<file path="config.mk">
export PLATFORM = sky130hd
export DESIGN_NAME = touch_sample_filter_core_flat
export DESIGN_NICKNAME = d
export VERILOG_FILES = /design/src/hw/rtl/tsf_pkg.sv /design/src/hw/rtl/tsf_if.sv /design/src/hw/rtl/tsf_lane.sv /design/src/hw/rtl/tsf_merge.sv /design/src/hw/rtl/tsf_seq.sv /design/src/hw/rtl/tsf_calib.sv /design/src/hw/rtl/touch_sample_filter_core.sv /design/src/flat_wrapper.sv
export SDC_FILE = /design/constraint.sdc
export NUM_CORES = 2
export LEC_CHECK = 0
export BUFFER_PORTS_ARGS = -buffer_cell sky130_fd_sc_hd__buf_2
export CAP_MARGIN = 20
export CORE_ASPECT_RATIO = 0.9
export CORE_MARGIN = 1.5
export CORE_UTILIZATION = 40
export CTS_CLUSTER_SIZE = 14
export DETAILED_ROUTE_END_ITERATION = 16
export PLACE_DENSITY = 0.62
export RECOVER_POWER = 100
export SLEW_MARGIN = 20
export SYNTH_ARGS = -nofsm -noshare
export SYNTH_HDL_FRONTEND = slang
export SYNTH_SLANG_ARGS = --single-unit
</file>
<file path="constraint.sdc">
create_clock -name i_clk -period 9.75 [get_ports i_clk]
set_input_delay 1.95 -clock i_clk [delete_from_list [all_inputs] [get_ports i_clk]]
set_output_delay 1.95 -clock i_clk [all_outputs]
set_load 0.02 [all_outputs]
</file>
<file path="src/hw/rtl/tsf_pkg.sv">
package tsf_pkg;

    // Fixed widths of the item fields and configuration registers.
    localparam int SAMPLE_BITS = 12;
    localparam int FIELD_COUNT = 5;
    localparam int COORD_W     = 16;
    localparam int SCALE_W     = 24;
    localparam int OFFSET_W    = 16;
    localparam int TOL_W       = 12;
    localparam int STATUS_W    = 2;
    localparam int CFG_IDX_W   = 3;
    localparam int CFG_DATA_W  = 24;

    // Calibration arithmetic: Q4.20 factor times a mean, plus an offset.
    localparam int FRAC_BITS   = 20;
    localparam int PROD_W      = SCALE_W + SAMPLE_BITS + 1;
    localparam int TOTAL_W     = PROD_W + 1;

    // Rank of one sample among at most five, and the sum of the kept ones.
    localparam int RANK_W      = $clog2(FIELD_COUNT + 1);
    localparam int SUM_W       = SAMPLE_BITS + $clog2(FIELD_COUNT + 1);

    typedef logic [SAMPLE_BITS-1:0] t_sample;
    typedef logic [COORD_W-1:0]     t_coord;

    typedef enum logic [STATUS_W-1:0] {
        ST_ACCEPT = 2'd0,
        ST_REJECT = 2'd1,
        ST_PEN_UP = 2'd2
    } t_status;

    typedef enum logic [1:0] {
        GRP_FIRST_X  = 2'd0,
        GRP_FIRST_Y  = 2'd1,
        GRP_SECOND_X = 2'd2,
        GRP_SECOND_Y = 2'd3
    } t_group;

    // Register indexes on the configuration port.
    localparam logic [CFG_IDX_W-1:0] CFG_X_SCALE   = 3'd0;
    localparam logic [CFG_IDX_W-1:0] CFG_Y_SCALE   = 3'd1;
    localparam logic [CFG_IDX_W-1:0] CFG_X_OFFSET  = 3'd2;
    localparam logic [CFG_IDX_W-1:0] CFG_Y_OFFSET  = 3'd3;
    localparam logic [CFG_IDX_W-1:0] CFG_MATCH_TOL = 3'd4;

    // Register values after reset.
    localparam logic [SCALE_W-1:0]  RST_X_SCALE   = 24'd37253;
    localparam logic [SCALE_W-1:0]  RST_Y_SCALE   = 24'd44763;
    localparam logic [OFFSET_W-1:0] RST_X_OFFSET  = 16'hFFF9;
    localparam logic [OFFSET_W-1:0] RST_Y_OFFSET  = 16'hFFFA;
    localparam logic [TOL_W-1:0]    RST_MATCH_TOL = 12'd50;

    localparam t_coord PEN_UP_COORD = 16'hFFFF;
    localparam t_coord COORD_MAX    = 16'hFFFF;

    // What the group sequencer hands to the calibration stages.
    typedef struct packed {
        logic    emit;
        t_status status;
        t_sample ax;
        t_sample ay;
    } t_seq_res;

endpackage

</file>
<file path="src/hw/rtl/tsf_if.sv">
interface tsf_in_if;
    import tsf_pkg::*;

    logic    valid;
    logic    ready;
    logic    pen_down;
    t_sample sample_a;
    t_sample sample_b;
    t_sample sample_c;
    t_sample sample_d;
    t_sample sample_e;

    modport source (
        output valid, pen_down, sample_a, sample_b, sample_c, sample_d, sample_e,
        input  ready
    );
    modport sink (
        input  valid, pen_down, sample_a, sample_b, sample_c, sample_d, sample_e,
        output ready
    );
endinterface

interface tsf_out_if;
    import tsf_pkg::*;

    logic    valid;
    logic    ready;
    t_coord  x_coord;
    t_coord  y_coord;
    t_status status;

    modport source (
        output valid, x_coord, y_coord, status,
        input  ready
    );
    modport sink (
        input  valid, x_coord, y_coord, status,
        output ready
    );
endinterface

</file>
<file path="src/hw/rtl/tsf_lane.sv">
module tsf_lane #(
    parameter int LANES = 5,
    parameter int IDX   = 0,
    parameter int TRIM  = 1
) (
    input  tsf_pkg::t_sample i_samples [tsf_pkg::FIELD_COUNT],
    output tsf_pkg::t_sample o_kept
);
    import tsf_pkg::*;

    logic [RANK_W-1:0] rank;

    // Rank of this sample in a stable sort: earlier equal samples count below it.
    always_comb begin
        rank = '0;
        for (int j = 0; j < LANES; j++) begin
            if (j < IDX) begin
                if (i_samples[j] <= i_samples[IDX]) rank = rank + RANK_W'(1);
            end else if (j > IDX) begin
                if (i_samples[j] < i_samples[IDX]) rank = rank + RANK_W'(1);
            end
        end
    end

    assign o_kept = (rank >= RANK_W'(TRIM) && rank < RANK_W'(LANES - TRIM))
                    ? i_samples[IDX] : '0;

endmodule

</file>
<file path="src/hw/rtl/tsf_merge.sv">
module tsf_merge #(
    parameter int LANES = 5
) (
    input  tsf_pkg::t_sample           i_kept [LANES],
    output logic [tsf_pkg::SUM_W-1:0]  o_sum
);
    import tsf_pkg::*;

    always_comb begin
        o_sum = '0;
        for (int k = 0; k < LANES; k++) begin
            o_sum = o_sum + SUM_W'(i_kept[k]);
        end
    end

endmodule

</file>
<file path="src/hw/rtl/tsf_seq.sv">
module tsf_seq (
    input  logic                     i_clk,
    input  logic                     i_rst_n,
    input  logic                     i_step,
    input  logic                     i_pen,
    input  tsf_pkg::t_sample         i_mean,
    input  logic [tsf_pkg::TOL_W-1:0] i_tol,
    output tsf_pkg::t_seq_res        o_res
);
    import tsf_pkg::*;

    t_group  r_group, n_group;
    t_sample r_first_x, r_first_y, r_second_x;
    t_sample dx, dy;
    logic [SAMPLE_BITS:0] sum_x, sum_y;

    always_comb begin
        n_group = r_group;
        if (!i_pen) begin
            n_group = GRP_FIRST_X;
        end else begin
            unique case (r_group)
                GRP_FIRST_X:  n_group = GRP_FIRST_Y;
                GRP_FIRST_Y:  n_group = GRP_SECOND_X;
                GRP_SECOND_X: n_group = GRP_SECOND_Y;
                GRP_SECOND_Y: n_group = GRP_FIRST_X;
                default:      n_group = GRP_FIRST_X;
            endcase
        end
    end

    always_ff @(posedge i_clk) begin
        if (!i_rst_n) begin
            r_group    <= GRP_FIRST_X;
            r_first_x  <= '0;
            r_first_y  <= '0;
            r_second_x <= '0;
        end else if (i_step) begin
            r_group <= n_group;
            if (i_pen) begin
                unique case (r_group)
                    GRP_FIRST_X:  r_first_x  <= i_mean;
                    GRP_FIRST_Y:  r_first_y  <= i_mean;
                    GRP_SECOND_X: r_second_x <= i_mean;
                    default: ;
                endcase
            end
        end
    end

    // The incoming mean is the second Y reading when the fourth group is here.
    assign dx    = (r_first_x > r_second_x) ? r_first_x - r_second_x
                                            : r_second_x - r_first_x;
    assign dy    = (r_first_y > i_mean) ? r_first_y - i_mean : i_mean - r_first_y;
    assign sum_x = {1'b0, r_first_x} + {1'b0, r_second_x};
    assign sum_y = {1'b0, r_first_y} + {1'b0, i_mean};

    always_comb begin
        o_res.emit   = 1'b0;
        o_res.status = ST_ACCEPT;
        o_res.ax     = sum_x[SAMPLE_BITS:1];
        o_res.ay     = sum_y[SAMPLE_BITS:1];
        if (!i_pen) begin
            o_res.emit   = 1'b1;
            o_res.status = ST_PEN_UP;
        end else if (r_group == GRP_SECOND_Y) begin
            o_res.emit   = 1'b1;
            o_res.status = (TOL_W'(dx) < i_tol && TOL_W'(dy) < i_tol) ? ST_ACCEPT
                                                                       : ST_REJECT;
        end
    end

endmodule

</file>
<file path="src/hw/rtl/tsf_calib.sv">
module tsf_calib (
    input  logic signed [tsf_pkg::PROD_W-1:0]   i_prod,
    input  logic        [tsf_pkg::OFFSET_W-1:0] i_offset,
    output tsf_pkg::t_coord                     o_coord
);
    import tsf_pkg::*;

    logic signed [TOTAL_W-1:0] total;
    logic [TOTAL_W-FRAC_BITS-1:0] whole;

    assign total = TOTAL_W'(i_prod) + (TOTAL_W'($signed(i_offset)) <<< FRAC_BITS);
    assign whole = total[TOTAL_W-1:FRAC_BITS];

    // Non-positive totals clamp to zero, anything past the coordinate range clamps high.
    always_comb begin
        if (total <= 0) begin
            o_coord = '0;
        end else if (whole[TOTAL_W-FRAC_BITS-1:COORD_W] != '0) begin
            o_coord = COORD_MAX;
        end else begin
            o_coord = whole[COORD_W-1:0];
        end
    end

endmodule

</file>
<file path="src/hw/rtl/touch_sample_filter_core.sv">
// Channel   Direction  Handshake      Payload
// i_in      in         valid/ready    pen_down, sample_a .. sample_e (12 bits each)
// o_res     out        valid/ready    x_coord, y_coord (16 bits), status (2 bits)
// i_cfg_*   in         write enable   index 0..4, data up to 24 bits
//
// One item is taken in every clock cycle unless a stall on o_res reaches the input. The
// rate is set by the single sequencer stage, which sees one group per cycle when not
// stalled. The synchronous active-low reset clears all valid bits, the group sequence,
// the held coordinates and loads the calibration defaults. A stall on o_res fills the
// empty stages first, so items keep being accepted until every stage holds one.

module touch_sample_filter_core #(
    parameter int SAMPLES_PER_GROUP = 5,
    parameter int TRIM_EACH_END     = 1
) (
    input  logic                          i_clk,
    input  logic                          i_rst_n,
    tsf_in_if.sink                        i_in,
    tsf_out_if.source                     o_res,
    input  logic                          i_cfg_we,
    input  logic [tsf_pkg::CFG_IDX_W-1:0] i_cfg_idx,
    input  logic [tsf_pkg::CFG_DATA_W-1:0] i_cfg_data
);
    import tsf_pkg::*;

    // Only five sample fields exist; a trim that would leave nothing is reduced.
    localparam int N_USED    = (SAMPLES_PER_GROUP > FIELD_COUNT) ? FIELD_COUNT
                                                                 : SAMPLES_PER_GROUP;
    localparam int TRIM_USED = (2 * TRIM_EACH_END >= N_USED) ? (N_USED - 1) / 2
                                                             : TRIM_EACH_END;
    localparam int KEEP      = N_USED - 2 * TRIM_USED;

    // The mean divides by a constant count through a reciprocal multiply.
    localparam int RECIP_SHIFT = 24;
    localparam int RECIP_W     = RECIP_SHIFT + 1;
    localparam logic [RECIP_W-1:0] RECIP = RECIP_W'((1 << RECIP_SHIFT) / KEEP + 1);
    localparam int QUOT_W      = SUM_W + RECIP_W;

    // Configuration registers.
    logic signed [SCALE_W-1:0] r_x_scale, r_y_scale;
    logic [OFFSET_W-1:0]       r_x_offset, r_y_offset;
    logic [TOL_W-1:0]          r_tol;

    // Pipeline valid bits and the ready chain that lets bubbles collapse.
    logic r_v1, r_v2, r_v3, r_v4, r_v5, r_v6, r_ov;
    logic rdy1, rdy2, rdy3, rdy4, rdy5, rdy6, rdy_out;

    // Stage payloads.
    logic        r_s1_pen, r_s2_pen, r_s3_pen, r_s4_pen;
    t_sample     r_s1_smp [FIELD_COUNT];
    t_sample     r_s2_kept [N_USED];
    logic [SUM_W-1:0] r_s3_sum;
    t_sample     r_s4_mean;
    t_seq_res    r_s5;
    t_status     r_s6_status;
    logic signed [PROD_W-1:0] r_prod_x, r_prod_y;

    t_coord      r_held_x, r_held_y;
    t_coord      r_out_x, r_out_y;
    t_status     r_out_status;

    t_sample     w_kept [N_USED];
    logic [SUM_W-1:0]  w_sum;
    logic [QUOT_W-1:0] w_quot;
    t_seq_res    w_seq;
    t_coord      w_cal_x, w_cal_y;

    always_ff @(posedge i_clk) begin
        if (!i_rst_n) begin
            r_x_scale  <= RST_X_SCALE;
            r_y_scale  <= RST_Y_SCALE;
            r_x_offset <= RST_X_OFFSET;
            r_y_offset <= RST_Y_OFFSET;
            r_tol      <= RST_MATCH_TOL;
        end else if (i_cfg_we) begin
            unique case (i_cfg_idx)
                CFG_X_SCALE:   r_x_scale  <= i_cfg_data[SCALE_W-1:0];
                CFG_Y_SCALE:   r_y_scale  <= i_cfg_data[SCALE_W-1:0];
                CFG_X_OFFSET:  r_x_offset <= i_cfg_data[OFFSET_W-1:0];
                CFG_Y_OFFSET:  r_y_offset <= i_cfg_data[OFFSET_W-1:0];
                CFG_MATCH_TOL: r_tol      <= i_cfg_data[TOL_W-1:0];
                default: ;
            endcase
        end
    end

    // A stage may load when it is empty or its content moves on this cycle.
    assign rdy_out = !r_ov || o_res.ready;
    assign rdy6    = !r_v6 || rdy_out;
    assign rdy5    = !r_v5 || rdy6;
    assign rdy4    = !r_v4 || rdy5;
    assign rdy3    = !r_v3 || rdy4;
    assign rdy2    = !r_v2 || rdy3;
    assign rdy1    = !r_v1 || rdy2;
    assign i_in.ready = rdy1;

    always_ff @(posedge i_clk) begin
        if (!i_rst_n) begin
            r_v1 <= 1'b0;
            r_v2 <= 1'b0;
            r_v3 <= 1'b0;
            r_v4 <= 1'b0;
            r_v5 <= 1'b0;
            r_v6 <= 1'b0;
            r_ov <= 1'b0;
        end else begin
            if (rdy1)    r_v1 <= i_in.valid;
            if (rdy2)    r_v2 <= r_v1;
            if (rdy3)    r_v3 <= r_v2;
            if (rdy4)    r_v4 <= r_v3;
            // Groups one to three end in the sequencer and leave a bubble behind.
            if (rdy5)    r_v5 <= r_v4 && w_seq.emit;
            if (rdy6)    r_v6 <= r_v5;
            if (rdy_out) r_ov <= r_v6;
        end
    end

    // Stage 1: the accepted item.
    always_ff @(posedge i_clk) begin
        if (rdy1) begin
            r_s1_pen    <= i_in.pen_down;
            r_s1_smp[0] <= i_in.sample_a;
            r_s1_smp[1] <= i_in.sample_b;
            r_s1_smp[2] <= i_in.sample_c;
            r_s1_smp[3] <= i_in.sample_d;
            r_s1_smp[4] <= i_in.sample_e;
        end
    end

    // Stage 2: each lane ranks its own sample and keeps it if it survives the trim.
    for (genvar g = 0; g < N_USED; g++) begin : g_lane
        tsf_lane #(
            .LANES (N_USED),
            .IDX   (g),
            .TRIM  (TRIM_USED)
        ) u_lane (
            .i_samples (r_s1_smp),
            .o_kept    (w_kept[g])
        );
    end

    always_ff @(posedge i_clk) begin
        if (rdy2) begin
            r_s2_pen <= r_s1_pen;
            for (int k = 0; k < N_USED; k++) begin
                r_s2_kept[k] <= w_kept[k];
            end
        end
    end

    // Stage 3: the merge adds up what the lanes kept.
    tsf_merge #(
        .LANES (N_USED)
    ) u_merge (
        .i_kept (r_s2_kept),
        .o_sum  (w_sum)
    );

    always_ff @(posedge i_clk) begin
        if (rdy3) begin
            r_s3_pen <= r_s2_pen;
            r_s3_sum <= w_sum;
        end
    end

    // Stage 4: truncated mean. The reciprocal is exact for every reachable sum.
    assign w_quot = QUOT_W'(r_s3_sum) * QUOT_W'(RECIP);

    always_ff @(posedge i_clk) begin
        if (rdy4) begin
            r_s4_pen  <= r_s3_pen;
            r_s4_mean <= w_quot[RECIP_SHIFT +: SAMPLE_BITS];
        end
    end

    // Stage 5: the group sequence steps once for every item that leaves stage 4.
    tsf_seq u_seq (
        .i_clk   (i_clk),
        .i_rst_n (i_rst_n),
        .i_step  (rdy5 && r_v4),
        .i_pen   (r_s4_pen),
        .i_mean  (r_s4_mean),
        .i_tol   (r_tol),
        .o_res   (w_seq)
    );

    always_ff @(posedge i_clk) begin
        if (rdy5) begin
            r_s5 <= w_seq;
        end
    end

    // Stage 6: the calibration products.
    always_ff @(posedge i_clk) begin
        if (rdy6) begin
            r_s6_status <= r_s5.status;
            r_prod_x    <= r_x_scale * $signed({1'b0, r_s5.ax});
            r_prod_y    <= r_y_scale * $signed({1'b0, r_s5.ay});
        end
    end

    tsf_calib u_calib_x (
        .i_prod   (r_prod_x),
        .i_offset (r_x_offset),
        .o_coord  (w_cal_x)
    );

    tsf_calib u_calib_y (
        .i_prod   (r_prod_y),
        .i_offset (r_y_offset),
        .o_coord  (w_cal_y)
    );

    // Output stage. The held coordinates live here, so every result sees the
    // updates of all items ahead of it in order.
    always_ff @(posedge i_clk) begin
        if (!i_rst_n) begin
            r_held_x <= '0;
            r_held_y <= '0;
        end else if (rdy_out && r_v6) begin
            case (r_s6_status)
                ST_PEN_UP: begin
                    r_held_x <= PEN_UP_COORD;
                    r_held_y <= PEN_UP_COORD;
                end
                ST_ACCEPT: begin
                    r_held_x <= w_cal_x;
                    r_held_y <= w_cal_y;
                end
                default: ;
            endcase
        end
    end

    always_ff @(posedge i_clk) begin
        if (rdy_out && r_v6) begin
            r_out_status <= r_s6_status;
            case (r_s6_status)
                ST_PEN_UP: begin
                    r_out_x <= PEN_UP_COORD;
                    r_out_y <= PEN_UP_COORD;
                end
                ST_ACCEPT: begin
                    r_out_x <= w_cal_x;
                    r_out_y <= w_cal_y;
                end
                default: begin
                    r_out_x <= r_held_x;
                    r_out_y <= r_held_y;
                end
            endcase
        end
    end

    assign o_res.valid   = r_ov;
    assign o_res.x_coord = r_out_x;
    assign o_res.y_coord = r_out_y;
    assign o_res.status  = r_out_status;

endmodule

</file>
<file path="src/flat_wrapper.sv">
// flat-port wrapper written by rule: the top's interface ports become plain ports
module touch_sample_filter_core_flat import tsf_pkg::*;
#(
    parameter int SAMPLES_PER_GROUP = 5,
    parameter int TRIM_EACH_END     = 1
)
  (i_clk, i_rst_n, i_cfg_we, i_cfg_idx, i_cfg_data, i_in_valid, i_in_pen_down, i_in_sample_a, i_in_sample_b, i_in_sample_c, i_in_sample_d, i_in_sample_e, i_in_ready, o_res_valid, o_res_x_coord, o_res_y_coord, o_res_status, o_res_ready);
  tsf_in_if i_in_i ();
  tsf_out_if o_res_i ();
  input  logic i_clk;
  input  logic i_rst_n;
  input  logic i_cfg_we;
  input  logic [tsf_pkg::CFG_IDX_W-1:0] i_cfg_idx;
  input  logic [tsf_pkg::CFG_DATA_W-1:0] i_cfg_data;
  input wire logic [$bits(i_in_i.valid)-1:0] i_in_valid;
  input wire logic [$bits(i_in_i.pen_down)-1:0] i_in_pen_down;
  input wire logic [$bits(i_in_i.sample_a)-1:0] i_in_sample_a;
  input wire logic [$bits(i_in_i.sample_b)-1:0] i_in_sample_b;
  input wire logic [$bits(i_in_i.sample_c)-1:0] i_in_sample_c;
  input wire logic [$bits(i_in_i.sample_d)-1:0] i_in_sample_d;
  input wire logic [$bits(i_in_i.sample_e)-1:0] i_in_sample_e;
  output wire logic [$bits(i_in_i.ready)-1:0] i_in_ready;
  output wire logic [$bits(o_res_i.valid)-1:0] o_res_valid;
  output wire logic [$bits(o_res_i.x_coord)-1:0] o_res_x_coord;
  output wire logic [$bits(o_res_i.y_coord)-1:0] o_res_y_coord;
  output wire logic [$bits(o_res_i.status)-1:0] o_res_status;
  input wire logic [$bits(o_res_i.ready)-1:0] o_res_ready;
  assign i_in_i.valid = i_in_valid;
  assign i_in_i.pen_down = i_in_pen_down;
  assign i_in_i.sample_a = i_in_sample_a;
  assign i_in_i.sample_b = i_in_sample_b;
  assign i_in_i.sample_c = i_in_sample_c;
  assign i_in_i.sample_d = i_in_sample_d;
  assign i_in_i.sample_e = i_in_sample_e;
  assign i_in_ready = i_in_i.ready;
  assign o_res_valid = o_res_i.valid;
  assign o_res_x_coord = o_res_i.x_coord;
  assign o_res_y_coord = o_res_i.y_coord;
  assign o_res_status = o_res_i.status;
  assign o_res_i.ready = o_res_ready;
  touch_sample_filter_core #(.SAMPLES_PER_GROUP(SAMPLES_PER_GROUP), .TRIM_EACH_END(TRIM_EACH_END)) u_core (.i_clk(i_clk), .i_rst_n(i_rst_n), .i_in(i_in_i), .o_res(o_res_i), .i_cfg_we(i_cfg_we), .i_cfg_idx(i_cfg_idx), .i_cfg_data(i_cfg_data));
endmodule
</file>
==> flow_metrics.tcl <==
set metrics [dict create \
    status "complete, but fails checks" \
    violations "max-capacitance violations, max-slew violations" \
    drv_cap 7 \
    place.gp.congestion 0.8817 \
    die_w_um 367.0 \
    setup_slack_ns 1.821 \
    min_period_ns 7.929 \
    drv_slew 343 \
    core_mm2 0.1176 \
    routedWlPerCell_um 17.14 \
    hold_viol_final 0 \
    cts_tree "yes" \
    nFillCells 11436 \
    grt.total_usage_pct 19.20 \
    max_stage_delay_ns 2.15 \
    critPathSlowestCell "clkinvlp_2" \
    yosysSeqAreaShare_pct 22.65 \
    ios 129 \
    initial_core_util_pct 40.54 \
    synthFlopType "edfxtp_1" \
    clk_latency_ns 0.61 \
    post-cts-setup-buffers 0 \
    grt_pass1_vias 34741 \
    final_cell_mix "963 x inv_1, 650 x nand2_1, 630 x fa_1" \
    maxSlewHeadroom_pct -142.8 \
    clkTransAtPathRegs_ns 0.07 \
    drt_pass1_iterations 5 \
    cts-root-buf "clkbuf_16" \
    yosysWarnings 0 \
    reg2reg_slack_ns 2.52 \
    worstPathMaxFanout 77 \
    place_ws_ns 3.088 \
    async_reset_ff_share_pct 0 \
    crit_path_frequent_cell "clkbuf_1" \
    nets 6404 \
    worstPathCellList "buf_2 -> clkbuf_1 -> clkinvlp_2 -> clkbuf_1 -> a21oi_1" \
    ant_nets 0 \
    cts_buffer_depth 3 \
    wirelength_mm 115.5 \
    hold_buffers 0 \
    postSynthCellCount 5113 \
    io_buffer_count 128 \
    max_freq_mhz 126.1 \
    fin_tns_setup_ns 0 \
    worstMarginPinSlew_ns 3.642 \
    area_growth_pct 7.207 \
    synth_edf_count 247 \
    vias 34091 \
    netlist_area_mm2 0.04769 \
    critical_path.startpoint_type "input port" \
    die_y_um 330.6 \
    synthesis.nets 6388 \
    grt_pass1_wl_mm 187.2 \
    end_kind "flip-flop" \
    drc_errors 0 \
    critPathArrivalTime_ns 8.41 \
    holdCritPathClass "flip-flop to flip-flop" \
    drt_iter0_markers 2025 \
    cts-resized-gates 0 \
    synth_area_per_cell_um2 9.327 \
    rows 119 \
    cts.sinks 416 \
    via_per_inst 5.060 \
    final_common_cell "inv_1" \
    ys_seq_elements 416 \
    crit_required_ns 10.23 \
    rsz0062_at_grt "false" \
    dp.final_hpwl_mm 91.49 \
    htreeDepth 2 \
    numCtsBuffers 46 \
    period_share_pct 81.33 \
    grt_start_max_net_pins 78 \
    die-area_mm2 0.1213 \
    finalClockSkew_ns 0.04323 \
    setup_viol 0 \
    path_class "input port to flip-flop" \
    ys_types 89 \
    overflow 0 \
    final_layout_size_suffix_gt1_share_pct 3.931 \
    antenna_found_initial 3 \
]
-- sequential cells by signal, summed over array words and instances (netlist names), 17 cells and up --
name / count
u_core.r_prod_x: 17
u_core.r_prod_y: 17
u_core.r_s1_smp: 60
u_core.r_s2_kept: 60
u_core.r_s5: 26
u_core.r_x_scale: 24
u_core.r_y_scale: 24
-- worst paths after layout --
path / startpoint / end / cells past startpoint
min: u_core.r_s3_pen / u_core.r_s4_pen / 0
max: i_rst_n / u_core.u_seq.r_second_x[5] / 5
min reg2reg: u_core.r_s3_pen / u_core.r_s4_pen / 0
max reg2reg: u_core.r_s5[1] / u_core.r_prod_y[35] / 20
-- Yosys cell counts (32+ instances only) --
cell      instances  area, µm²
a21o_1           87      653.1
a21oi_1         309       1546
and2_1          296       1852
clkbuf_1        173      649.4
dfxtp_1         169       3383
edfxtp_1        247       7417
fa_1            630      12610
ha_1            552       6907
inv_1           965       3622
nand2_1         651       2444
nand3_1          79      395.4
nand4_1          33      206.5
nor2_1          169      634.4
nor2b_1          49      306.5
nor3_1           56      280.3
o21a_1           32      240.2
o21ai_0         113      565.5
o21ai_1          39      195.2
xnor2_1         101      884.6
-- kinds of logic (layout without fill, tap and decap cells) --
kind of cell / count (synthesis) / count (layout) / synth area share [%]
other cells: 0 / 1 / 0
simple gates: 1431 / 1431 / 14.26
xor+xnor: 132 / 132 / 2.424
fa+ha+maj: 1183 / 1183 / 40.95
buf+inv: 1155 / 1206 / 9.209
compound gates: 775 / 775 / 10.04
flops: 416 / 416 / 22.65
mux: 21 / 21 / 0.4670
-- area by class of cell --
class	count	area (µm²)	share of cell area (%)
multi-input combinational	3542	32500	63.57
sequential	416	10800	21.12
clock inverter	24	229.0	0.4478
timing repair buffer	157	755.7	1.478
antenna	1	2.502	0.004894
clock buffer	59	1241	2.428
inverter	966	3627	7.094
tap	1573	1968	3.849
-- metrics by stage --
stage	utilization (%)	instance area [µm²]	hold WS, ns	instances
floorplan	-	47690	0.4003	5113
CTS	43.55	51230	0.4384	6737
detailed placement	42.30	49760	0.4099	6654
global placement	42.29	49750	0.4085	6653
finish	43.47	51130	0.4397	6738
global route	43.46	51130	0.4584	6737
-- worst max-delay path, delay by kind of cell --
kind | cells | cell delay (ns)
AOI/OAI and AO/OA | 1 | 0.51
buffers and inverters | 4 | 5.86
-- layer usage --
layer | GRT usage, % | wire [µm] | part of all wire, % | up-vias
li1 | - | - | - | 16372
met1 | 27.12 | 54170 | 47 | 16771
met2 | 31.98 | 53600 | 46 | 803
met3 | 2.034 | 5424 | 4.7 | 141
met4 | 3.997 | 2275 | 2.0 | 4
met5 | 0 | 27 | 0.023 | -
Power is left out: the tool's default activity adds up to more than one toggle a clock period on the data nets, which glitch-free logic cannot reach.
